**src/rtl/core/tbbs_pkg.sv**
```systemverilog
// shared constants for the two-button brightness stepper
// event latch codes, mode limits and the mode-to-duty table
// no dependencies
package tbbs_pkg;

  localparam int unsigned HoldW  = 8;
  localparam int unsigned ModeW  = 3;
  localparam int unsigned DutyW  = 8;
  localparam int unsigned EventW = 2;

  // one-deep event latch codes
  localparam logic [EventW-1:0] EV_FREE  = 2'd0;
  localparam logic [EventW-1:0] EV_CLICK = 2'd1;
  localparam logic [EventW-1:0] EV_LONG  = 2'd2;

  // brightness modes that the step rules name
  localparam logic [ModeW-1:0] MODE_OFF      = 3'd0;
  localparam logic [ModeW-1:0] MODE_LOWEST   = 3'd1;
  localparam logic [ModeW-1:0] MODE_LONG_DN  = 3'd3;
  localparam logic [ModeW-1:0] MODE_LONG_UP  = 3'd4;
  localparam logic [ModeW-1:0] MODE_TOP_STEP = 3'd5;
  localparam logic [ModeW-1:0] MODE_TURBO    = 3'd6;

  // configuration register indexes
  localparam logic REG_CLICK_TICKS = 1'b0;
  localparam logic REG_LONG_TICKS  = 1'b1;

  localparam logic [HoldW-1:0] CLICK_TICKS_RST = 8'd5;
  localparam logic [HoldW-1:0] LONG_TICKS_RST  = 8'd100;

  // packed result word
  localparam int unsigned OutDataW = 16;

  typedef struct packed {
    logic [HoldW-1:0]  hold;
    logic              locked;
    logic [EventW-1:0] event_code;
  } button_t;

  function automatic logic [DutyW-1:0] mode_duty(input logic [ModeW-1:0] mode);
    logic [DutyW-1:0] duty;
    unique case (mode)
      3'd1:    duty = 8'd10;
      3'd2:    duty = 8'd15;
      3'd3:    duty = 8'd31;
      3'd4:    duty = 8'd63;
      3'd5:    duty = 8'd127;
      3'd6:    duty = 8'd255;
      default: duty = 8'd0;
    endcase
    return duty;
  endfunction

endpackage

```
**src/rtl/core/two_button_brightness_stepper.sv**
```systemverilog
// two-button brightness stepper: hold counters, event latches and mode step
// depends on tbbs_pkg
//
// usage
//   input stream: one request per cycle; tuser selects the kind of request,
//   0 samples both button levels, 1 runs a mode step that consumes the latched
//   events. tdata carries the button levels.
//   output stream: exactly one result per request, carrying the brightness
//   mode after the request, its pwm duty, the driver enable and, for a step,
//   whether a click or a long press was consumed.
//   apb port: click_ticks at byte address 0, long_ticks at address 4; the user
//   writes them only while the block is idle, unenforced. pready is tied high.
// latency and throughput
//   a result appears in the cycle after its request is accepted; one request
//   per cycle is sustained while results are taken. the rate is set by the
//   state update, which is a single pass of logic in front of the output register.
// reset
//   hold counters, lock bits, event latches and mode clear, registers return
//   to 5 and 100, the output register empties.
// stall
//   while the receiver holds tready low, the result waits in the output
//   register and the input side accepts nothing until it is taken.
module two_button_brightness_stepper (
  input  logic        clk_i,
  input  logic        rst_ni,
  // request stream
  input  logic        s_axis_tvalid_i,
  output logic        s_axis_tready_o,
  input  logic [7:0]  s_axis_tdata_i,   // [0] minus_pressed, [1] plus_pressed, rest zero
  input  logic        s_axis_tuser_i,   // [0] op
  // result stream
  output logic        m_axis_tvalid_o,
  input  logic        m_axis_tready_i,
  output logic [15:0] m_axis_tdata_o,   // [2:0] mode, [10:3] pwm_duty, [11] driver_enable,
                                        // [12] click_seen, [13] long_seen, rest zero
  // configuration
  input  logic        psel,
  input  logic        penable,
  input  logic        pwrite,
  input  logic [2:0]  paddr,
  input  logic [31:0] pwdata,
  output logic [31:0] prdata,
  output logic        pready
);

  localparam int unsigned HoldW = tbbs_pkg::HoldW;
  localparam int unsigned ModeW = tbbs_pkg::ModeW;
  localparam int unsigned DutyW = tbbs_pkg::DutyW;

  // configuration registers
  logic [HoldW-1:0] click_ticks_q;
  logic [HoldW-1:0] long_ticks_q;

  // button and mode state
  tbbs_pkg::button_t minus_q, minus_d;
  tbbs_pkg::button_t plus_q, plus_d;
  logic [ModeW-1:0]  mode_q, mode_d;

  // output register
  logic                              out_valid_q;
  logic [tbbs_pkg::OutDataW-1:0]     out_data_q, out_data_d;

  logic in_accept;
  logic cfg_write;
  logic click_seen, long_seen;
  logic [DutyW-1:0] duty;

  assign pready          = 1'b1;
  assign cfg_write       = psel & penable & pwrite;
  // output register frees up when its result is taken in the same cycle
  assign s_axis_tready_o = ~out_valid_q | m_axis_tready_i;
  assign in_accept       = s_axis_tvalid_i & s_axis_tready_o;

  // apb read, register picked by address bit 2, misaligned reads give zero
  always_comb begin
    prdata = '0;
    if (paddr[1:0] == 2'b00) begin
      if (paddr[2] == tbbs_pkg::REG_CLICK_TICKS) begin
        prdata[HoldW-1:0] = click_ticks_q;
      end else begin
        prdata[HoldW-1:0] = long_ticks_q;
      end
    end
  end

  always_ff @(posedge clk_i or negedge rst_ni) begin
    if (!rst_ni) begin
      click_ticks_q <= tbbs_pkg::CLICK_TICKS_RST;
      long_ticks_q  <= tbbs_pkg::LONG_TICKS_RST;
    end else if (cfg_write) begin
      if (paddr[2] == tbbs_pkg::REG_CLICK_TICKS) begin
        click_ticks_q <= pwdata[HoldW-1:0];
      end else begin
        long_ticks_q <= pwdata[HoldW-1:0];
      end
    end
  end

  // one sample of one button; a busy latch freezes the button
  function automatic tbbs_pkg::button_t sample_button(
    input tbbs_pkg::button_t cur,
    input logic              pressed,
    input logic [HoldW-1:0]  click_ticks,
    input logic [HoldW-1:0]  long_ticks
  );
    tbbs_pkg::button_t nxt;
    nxt = cur;
    if (cur.event_code == tbbs_pkg::EV_FREE) begin
      if (pressed) begin
        if (!cur.locked) begin
          if (cur.hold == long_ticks) begin
            nxt.event_code = tbbs_pkg::EV_LONG;
            nxt.locked     = 1'b1;
          end else begin
            nxt.hold = cur.hold + HoldW'(1);
          end
        end
      end else begin
        if (!cur.locked && (cur.hold >= click_ticks)) begin
          nxt.event_code = tbbs_pkg::EV_CLICK;
        end
        nxt.hold   = '0;
        nxt.locked = 1'b0;
      end
    end
    return nxt;
  endfunction

  // next state for one request
  always_comb begin
    logic m_long, p_long, m_click, p_click, any_long;
    logic can_up, can_down;
    logic [ModeW-1:0] m;

    minus_d    = minus_q;
    plus_d     = plus_q;
    mode_d     = mode_q;
    click_seen = 1'b0;
    long_seen  = 1'b0;

    m_long   = (minus_q.event_code == tbbs_pkg::EV_LONG);
    p_long   = (plus_q.event_code == tbbs_pkg::EV_LONG);
    m_click  = (minus_q.event_code == tbbs_pkg::EV_CLICK);
    p_click  = (plus_q.event_code == tbbs_pkg::EV_CLICK);
    any_long = m_long | p_long;
    can_up   = (mode_q >= tbbs_pkg::MODE_LOWEST) && (mode_q <= tbbs_pkg::MODE_TOP_STEP);
    can_down = (mode_q > tbbs_pkg::MODE_LOWEST) && (mode_q <= tbbs_pkg::MODE_TURBO);
    m        = mode_q;

    if (!s_axis_tuser_i) begin
      minus_d = sample_button(minus_q, s_axis_tdata_i[0], click_ticks_q, long_ticks_q);
      plus_d  = sample_button(plus_q, s_axis_tdata_i[1], click_ticks_q, long_ticks_q);
    end else begin
      minus_d.event_code = tbbs_pkg::EV_FREE;
      plus_d.event_code  = tbbs_pkg::EV_FREE;
      click_seen         = m_click | p_click;
      long_seen          = any_long;
      if (mode_q == tbbs_pkg::MODE_OFF) begin
        // from off only a long press turns the light on, clicks are ignored
        if (m_long) begin
          m = tbbs_pkg::MODE_LONG_DN;
        end else if (p_long) begin
          m = tbbs_pkg::MODE_LONG_UP;
        end
      end else if (mode_q <= tbbs_pkg::MODE_TURBO) begin
        // long goes off first, then clicks apply; minus needs a stored mode above lowest and stops at off
        if (any_long) begin
          m = tbbs_pkg::MODE_OFF;
        end
        if (can_up && p_click) begin
          m = m + ModeW'(1);
        end
        if (can_down && m_click && (m != tbbs_pkg::MODE_OFF)) begin
          m = m - ModeW'(1);
        end
      end
      mode_d = m;
    end
  end

  assign duty = tbbs_pkg::mode_duty(mode_d);

  always_comb begin
    out_data_d        = '0;
    out_data_d[2:0]   = mode_d;
    out_data_d[10:3]  = duty;
    out_data_d[11]    = (duty != '0);
    out_data_d[12]    = click_seen;
    out_data_d[13]    = long_seen;
  end

  always_ff @(posedge clk_i or negedge rst_ni) begin
    if (!rst_ni) begin
      minus_q     <= '0;
      plus_q      <= '0;
      mode_q      <= tbbs_pkg::MODE_OFF;
      out_valid_q <= 1'b0;
    end else begin
      if (in_accept) begin
        minus_q     <= minus_d;
        plus_q      <= plus_d;
        mode_q      <= mode_d;
        out_valid_q <= 1'b1;
      end else if (m_axis_tready_i) begin
        out_valid_q <= 1'b0;
      end
    end
  end

  // result payload, no reset needed
  always_ff @(posedge clk_i) begin
    if (in_accept) begin
      out_data_q <= out_data_d;
    end
  end

  assign m_axis_tvalid_o = out_valid_q;
  assign m_axis_tdata_o  = out_data_q;

`ifndef NO_ASSERTIONS
  // every accepted request leaves a result in the output register
  a_accept_gives_result: assert property (@(posedge clk_i) disable iff (!rst_ni)
    in_accept |=> m_axis_tvalid_o)
    else $error("accepted request left no result");

  // a step request empties both event latches
  a_step_clears_latches: assert property (@(posedge clk_i) disable iff (!rst_ni)
    (in_accept && s_axis_tuser_i) |=>
      (minus_q.event_code == tbbs_pkg::EV_FREE) && (plus_q.event_code == tbbs_pkg::EV_FREE))
    else $error("step left an event latched");

  // a sample request never reports consumed events
  a_sample_no_events: assert property (@(posedge clk_i) disable iff (!rst_ni)
    (in_accept && !s_axis_tuser_i) |=> (m_axis_tdata_o[13:12] == 2'b00))
    else $error("sample result reports consumed events");

  // mode stays within the defined range
  a_mode_range: assert property (@(posedge clk_i) disable iff (!rst_ni)
    mode_q <= tbbs_pkg::MODE_TURBO)
    else $error("brightness mode out of range");

  // result mode matches the state that produced it
  a_result_mode: assert property (@(posedge clk_i) disable iff (!rst_ni)
    in_accept |=> (m_axis_tdata_o[2:0] == mode_q) &&
      (m_axis_tdata_o[11] == (mode_q != tbbs_pkg::MODE_OFF)))
    else $error("result mode disagrees with stored mode");
`endif

endmodule

```
**config.mk**
```make
export PLATFORM = sky130hd
export DESIGN_NAME = two_button_brightness_stepper
export DESIGN_NICKNAME = d
export VERILOG_FILES = /design/src/rtl/core/tbbs_pkg.sv /design/src/rtl/core/two_button_brightness_stepper.sv
export SDC_FILE = /design/constraint.sdc
export NUM_CORES = 1
export LEC_CHECK = 0
export BUFFER_PORTS_ARGS = -buffer_cell sky130_fd_sc_hd__buf_2
export CAP_MARGIN = 5
export CORE_ASPECT_RATIO = 1.1
export CORE_MARGIN = 3
export CORE_UTILIZATION = 30
export CTS_CLUSTER_SIZE = 30
export DETAILED_ROUTE_END_ITERATION = 16
export PLACE_DENSITY = 0.61
export SYNTH_ARGS = -nofsm -noshare
export SYNTH_HDL_FRONTEND = slang
export SYNTH_SLANG_ARGS = --single-unit
export TNS_END_PERCENT = 50
```
**constraint.sdc**
```tcl
create_clock -name clk_i -period 4.6 [get_ports clk_i]
set_input_delay 0 -clock clk_i [delete_from_list [all_inputs] [get_ports clk_i]]
set_output_delay 0 -clock clk_i [all_outputs]
set_load 0.1 [all_outputs]
```
### Word level (Yosys, flattened, before mapping)

Index checks and enable logic that the tools add are counted.

| storage, ports and cells | value |
|---|---|
| register bits | 56 |
| bits of input ports | 51 |
| output and inout bits | 51 |
| word-level logic and storage cells | 112 |

| operators by class | value |
|---|---|
| $add $sub $neg | 4 |
| $lt $le $gt $ge | 6 |
| equality and inequality tests | 20 |
| mux-type cells | 33 |
| bitwise operators | 9 |
| reduce and logical (&&, ||, !) cells | 28 |

Operators with widths:

| kind | number |
|---|---|
| two-way mux 3 bit | 16 |
| case mux 8 bit (6 select lines) | 1 |
| two-way mux 11 bit | 4 |
| two-way mux 8 bit | 4 |
| AND reduction 5 bit | 4 |
| adder 8 x 1 -> 8 bit, second input constant | 2 |
| == test 8 bit | 2 |
| >= comparator 8 bit | 2 |
| two-way mux 2 bit | 6 |
| == test 3 bit, second input constant | 3 |
| nonzero test 3 bit | 3 |
| != test 2 bit, second input constant | 4 |
| nonzero test 8 bit | 1 |
| logical AND 1 bit | 7 |
| == test 3 x 2 -> 1 bit, second input constant | 2 |
| less-or-equal comparator 3 bit, second input constant | 2 |
| zero test 2 bit | 3 |
| != test 3 x 1 -> 1 bit, second input constant | 2 |
| != test 3 bit, second input constant | 2 |
| AND reduction 3 bit | 2 |
| nonzero test 2 bit | 3 |
| == test 2 x 1 -> 1 bit, second input constant | 2 |
| == test 2 bit, second input constant | 2 |
| AND reduction 2 bit | 2 |
| other kinds (11) | 19 |

### Longest topological paths before layout

| logic depth | value |
|---|---|
| depth in word-level cells | 20 |
| depth in mapped cells | 17 |
| depth with buffers taken out | 16 |

### Least setup slack after synthesis

OpenSTA, ideal clock, no wires.

| path | value |
|---|---|
| kind | register -> register |
| start | register minus_q[0] in the netlist's numbering |
| end | register out_data_q, in the netlist m_axis_tdata_o[7] (data pin) |
| setup time | 258 ps |
| data arrival time | 3157 ps |
| path slack | 1186 ps |
| cell stages (with the launch flop) | 16 |
| path buffers | 1 |
| clock period less this slack | 3414 ps |
| cells stage by stage | dfrtp_1 nand2b_1 buf_2 and3_4 ha_1 nor4bb_1 a31o_1 a221oi_4 ha_1 ha_1 nor3b_2 o211a_2 or2_1 o221ai_4 a21bo_1 xnor2_1 |

| on the way | value |
|---|---|
| cells in the longest elaborated chain, start to end | 19 |
| elaborated cells on any way between the ends | 28 |

RTL lines:

| item | line | RTL |
|---|---|---|
| from (decl) | two_button_brightness_stepper.sv:55 | `tbbs_pkg::button_t minus_q, minus_d;` |
| from (signal assigned) | two_button_brightness_stepper.sv:200 | `minus_q <= minus_d;` |
| parallel branches: the longest is 15 deep, another holds adder 3 x 1 -> 3 bit | n/a |  |
| two-way mux 3 bit (*) | two_button_brightness_stepper.sv:158 | `if (mode_q == tbbs_pkg::MODE_OFF) begin` |
| two-way mux 3 bit (*) | two_button_brightness_stepper.sv:150 | `if (!s_axis_tuser_i) begin` |
| net mode_d[1] | two_button_brightness_stepper.sv:57 | `logic [ModeW-1:0] mode_q, mode_d;` |
| == test 3 bit, or another cell as far along | tbbs_pkg.sv:42 | `unique case (mode)` |
| case mux 8 bit (6 select lines) (*) | tbbs_pkg.sv:42 |  |
| net duty[4] | two_button_brightness_stepper.sv:66 | `logic [DutyW-1:0] duty;` |
| to (signal assigned) | two_button_brightness_stepper.sv:213 | `out_data_q <= out_data_d;` |
| to (decl) | two_button_brightness_stepper.sv:61 | `logic [tbbs_pkg::OutDataW-1:0] out_data_q, out_data_d;` |

Mark *: on every way through the listed nets, which the timed path passes. The select of a mux whose other input is x is not followed.
A chain may end at the register's enable or synchronous reset.

### Final worst setup path

| path | value |
|---|---|
| start | register minus_q[0] in the netlist's numbering |
| end | register out_data_q, in the netlist m_axis_tdata_o[11] (data pin) |

| on the way | value |
|---|---|
| cells in the longest elaborated chain, start to end | 20 |
| elaborated cells on any way between the ends | 29 |

RTL lines:

| item | line | RTL |
|---|---|---|
| parallel branches: the longest is 15 deep, another holds adder 3 x 1 -> 3 bit | n/a |  |
| two-way mux 3 bit (*) | two_button_brightness_stepper.sv:158 |  |
| two-way mux 3 bit (*) | two_button_brightness_stepper.sv:150 |  |
| net mode_d[2] | two_button_brightness_stepper.sv:57 |  |
| == test 3 bit, or another cell as far along | tbbs_pkg.sv:42 |  |
| case mux 8 bit (6 select lines) (*) | tbbs_pkg.sv:42 |  |
| nonzero test 8 bit (*) | two_button_brightness_stepper.sv:187 | `out_data_d[11] = (duty != '0);` |
| net out_data_d (one bit) | two_button_brightness_stepper.sv:61 |  |

Marks and branches as above.

==> results.sh <==
export IMPL_synth_async_sr_flop_share_pct=77.8
export IMPL_final_setup_tns_ns=0
export IMPL_post_route_min_period_ns=3.94
export IMPL_worstPathCellList="nand2b_1 -> and3_4 -> ha_1 -> nor4bb_1 -> a31o_1 -> a221oi_4 -> ha_1 -> ha_1 -> nor3b_2 -> o211a_2 -> a221oi_1 -> a221oi_4 -> inv_4 -> nor2_1 -> mux2i_1"
export IMPL_top_cell_by_count_worst_path="ha_1"
export IMPL_clk_path_buf_depth=2
export IMPL_initialDrtViolationCount=160
export IMPL_ctsHtreeMaxLevel=2
export IMPL_worst_r2r_cell_count=15
export IMPL_failed_checks="hold timing"
export IMPL_layoutNonFillerInstCount=598
export IMPL_netlist_area_um2=3780
export IMPL_worstPathBufferInverterCount=1
export IMPL_layout_area_overhead_vs_synth_pct=13.9
export IMPL_cts_root_buffer_cell="clkbuf_16"
export IMPL_route_detailed_wl_per_inst_um=13.8
export IMPL_layout_cells_most_common="buf_2"
export IMPL_dp_final_hpwl_um=6030
export IMPL_worst_ep_arrival_time_ns=3.98
export IMPL_synthCells=394
export IMPL_clock_sinks=54
export IMPL_status="finished with violations"
export IMPL_cts_buf_count=5
export IMPL_final_non_filler_cell_area_um2=4310
export IMPL_relSlewSlack_pct=35.0
export IMPL_clk_latency_ns=0.30
export IMPL_synth_main_ff_cell="dfrtp_1"
export IMPL_synth_seq_cells=54
export IMPL_crit_fanout=9
export IMPL_critPathSlowestCell="dfrtp_1"
export IMPL_p_per_area_nw_per_um2=521
export IMPL_clock_fmax_ghz=0.254
export IMPL_detailed_place_area_um2=4030
export IMPL_total_grt_overflow=0
export IMPL_final_layout_size_suffix_gt1_share_pct=20.9
export IMPL_vias_in_the_first_global_route=2882
export IMPL_cp_num_cells=15
export IMPL_clock_skew_final_ns=0.00846
export IMPL_clock_tree_from_tritoncts="built"
export IMPL_cts_setup_buffers=0
export IMPL_synth_yosys_warnings=0
export IMPL_wire_length_of_the_first_global_routing_pass_um=13900
export IMPL_hp_class="input port to flip-flop"
export IMPL_maximum_number_of_pins_on_one_net_before_global_route_repair=43
export IMPL_num_rows=42
export IMPL_rsz_0062_raised_after_global_routing="no"
export IMPL_critPathLaunchType="flip-flop"
export IMPL_vdd_ir_drop_max_mv=0.343
export IMPL_finalNetCount=515
export IMPL_placement_io_buffers=44
export IMPL_criticalPathCategory="flip-flop to flip-flop"
export IMPL_synth_distinct_cells=63
export IMPL_setup_viol=0
export IMPL_critPathCaptureType="flip-flop"
export IMPL_die_w_um=113
export IMPL_total_leakage_power_nw=1.95
export IMPL_postCtsHoldBufs=11
export IMPL_timing_max_cap_violations=0
export IMPL_most_common_layout_cells="buf_2 (44), dfrtp_1 (37), nand2_1 (30)"
export IMPL_fp_coreArea_um2=12200
export IMPL_hold_path_depth=3
export IMPL_num_antenna_cells=0
export IMPL_wirelength_um=8230
export IMPL_finalHoldWorstSlack_ns=-0.00286
export IMPL_post_cts_resized_instances=0
export IMPL_antenna_violating_nets_remaining=0
export IMPL_number_of_vias_per_cell=4.94
export IMPL_worst_ep_required_time_ns=4.64
export IMPL_synth_edf_count=12
export IMPL_dp_cells=579
export IMPL_grt_usage_pct=12.1
export IMPL_first_pass_iters=4
export IMPL_tightest_pin_transition_ns=0.975
export IMPL_critical_path_top_delay_family="simple AND/OR/NAND/NOR gates"
export IMPL_start_util_pct=31.0
export IMPL_worst_path_largest_cell_delay_ns=0.47
export IMPL_yosysSeqAreaShare_pct=37.5
export IMPL_dieArea_um2=14000
export IMPL_post_route_period_util_pct=85.6
export IMPL_floorplan_io_pins=102
export IMPL_place_gp_congestion=0.853
export IMPL_die_h_um=124
export IMPL_r2r_setup_slack_ns=0.66
export IMPL_clk_pin_slew_worst_paths_ns=0.07
export IMPL_number_of_pins_exceeding_their_max_slew_limit_in_the_final_report=0
export IMPL_timing_final_hold_violations=1
export IMPL_syn_avg_cell_area_um2=9.60
export IMPL_vias=2956
export IMPL_drt_drc_violations_left=0
export IMPL_antenna_violations_before_repair=0
[cells by family (layout without fill, tap and decap cells)]
kind of cell / count (synthesis) / count (layout) / synth area share (%)
AND/OR/NAND/NOR: 131 / 131 / 18.5
AO/OA/AOI/OAI: 78 / 78 / 14.4
buffers and inverters: 57 / 82 / 8.96
flip-flops: 54 / 54 / 37.5
multiplexers: 34 / 34 / 9.69
adder cells (fa/ha/maj): 21 / 21 / 6.94
XOR/XNOR: 17 / 17 / 3.94
other: 2 / 27 / 0.198
[metal layers]
layer	global-route usage [%]	share of wire, %	vias up
li1	-	-	1449
met1	15.3	45	1409
met2	20.9	49	90
met3	2.87	5.6	8
met4	3.46	1.0	0
met5	0	0	-
[Yosys cell counts, types with 8 or more instances]
cell       n  area [um^2]
a21oi_1   22          110
buf_4     29          218
dfrtp_1   37          926
edfxtp_1  12          360
ha_1      21          263
inv_1     18         67.6
mux2_2    17          191
mux2i_1   16          160
nand2_1   30          113
nand2b_1  12         75.1
nand3_1   13         65.1
nand4_1    8         50.1
nor2_1    29          109
o21ai_0   21          105
xnor2_1    9         78.8
xor2_1     8         70.1
[state kept, by name, summed over array words and instances (netlist names)]
signal           flops
click_ticks_q        8
minus_q             11
m_axis_tdata_o      12
long_ticks_q         8
plus_q              11
m_axis_tvalid_o      1
mode_q               3
[path summary, 6_finish.rpt]
kind | from | end
setup / recovery | minus_q[0] | m_axis_tdata_o[11]
hold / removal | s_axis_tdata_i[0] | minus_q[5]
setup reg to reg | minus_q[0] | m_axis_tdata_o[11]
hold reg to reg | click_ticks_q[3] | click_ticks_q[3]
max in group asynchronous | rst_ni | mode_q[0]
min in group asynchronous | rst_ni | click_ticks_q[4]
[final cells by class]
| class | instances | area [um^2] |
|---|---|---|
| inverter | 19 | 73.8 |
| multi-input combinational | 308 | 2120 |
| clock inverter | 3 | 47.5 |
| clock buffer | 5 | 125 |
| tap | 154 | 193 |
| fill | 1246 | 7880 |
| timing repair buffer | 55 | 330 |
| sequential | 54 | 1420 |
[where the power goes]
group	switching, W	internal [W]	leakage (nW)	total, W
Combinational	0.000659	0.000353	1.24	0.00101
Clock	0.000187	0.000262	0.0863	0.000449
Sequential	0.000175	0.000611	0.619	0.000786
[through the flow]
| stage | utilization (%) | hold slack [ns] | power (W) | setup WS [ns] |
|---|---|---|---|---|
| final | 35.3 | -0.00286 | 0.00225 | 0.665 |
| after global routing | 35.3 | 0.00892 | 0.00240 | 0.419 |
| after CTS | 35.3 | 0.00300 | 0.00226 | 0.704 |
| after detailed placement | 33.0 | 0.211 | 0.00179 | 0.722 |
| after global placement | 33.0 | 0.202 | 0.00176 | 0.863 |
| after floorplan | - | -0.296 | 0.00163 | 1.19 |
[worst register-to-register path: cells and delay by family, from the launching register on]
| kind | cells | cell delay [ns] |
|---|---|---|
| AOI/OAI and AO/OA | 5 | 1.05 |
| muxes | 1 | 0.10 |
| adders and majority gates | 3 | 0.76 |
| DFF | 1 | 0.47 |
| buffers and inverters | 1 | 0.07 |
| and+or+nand+nor | 5 | 1.23 |
(Power assumes the default switching activity.)
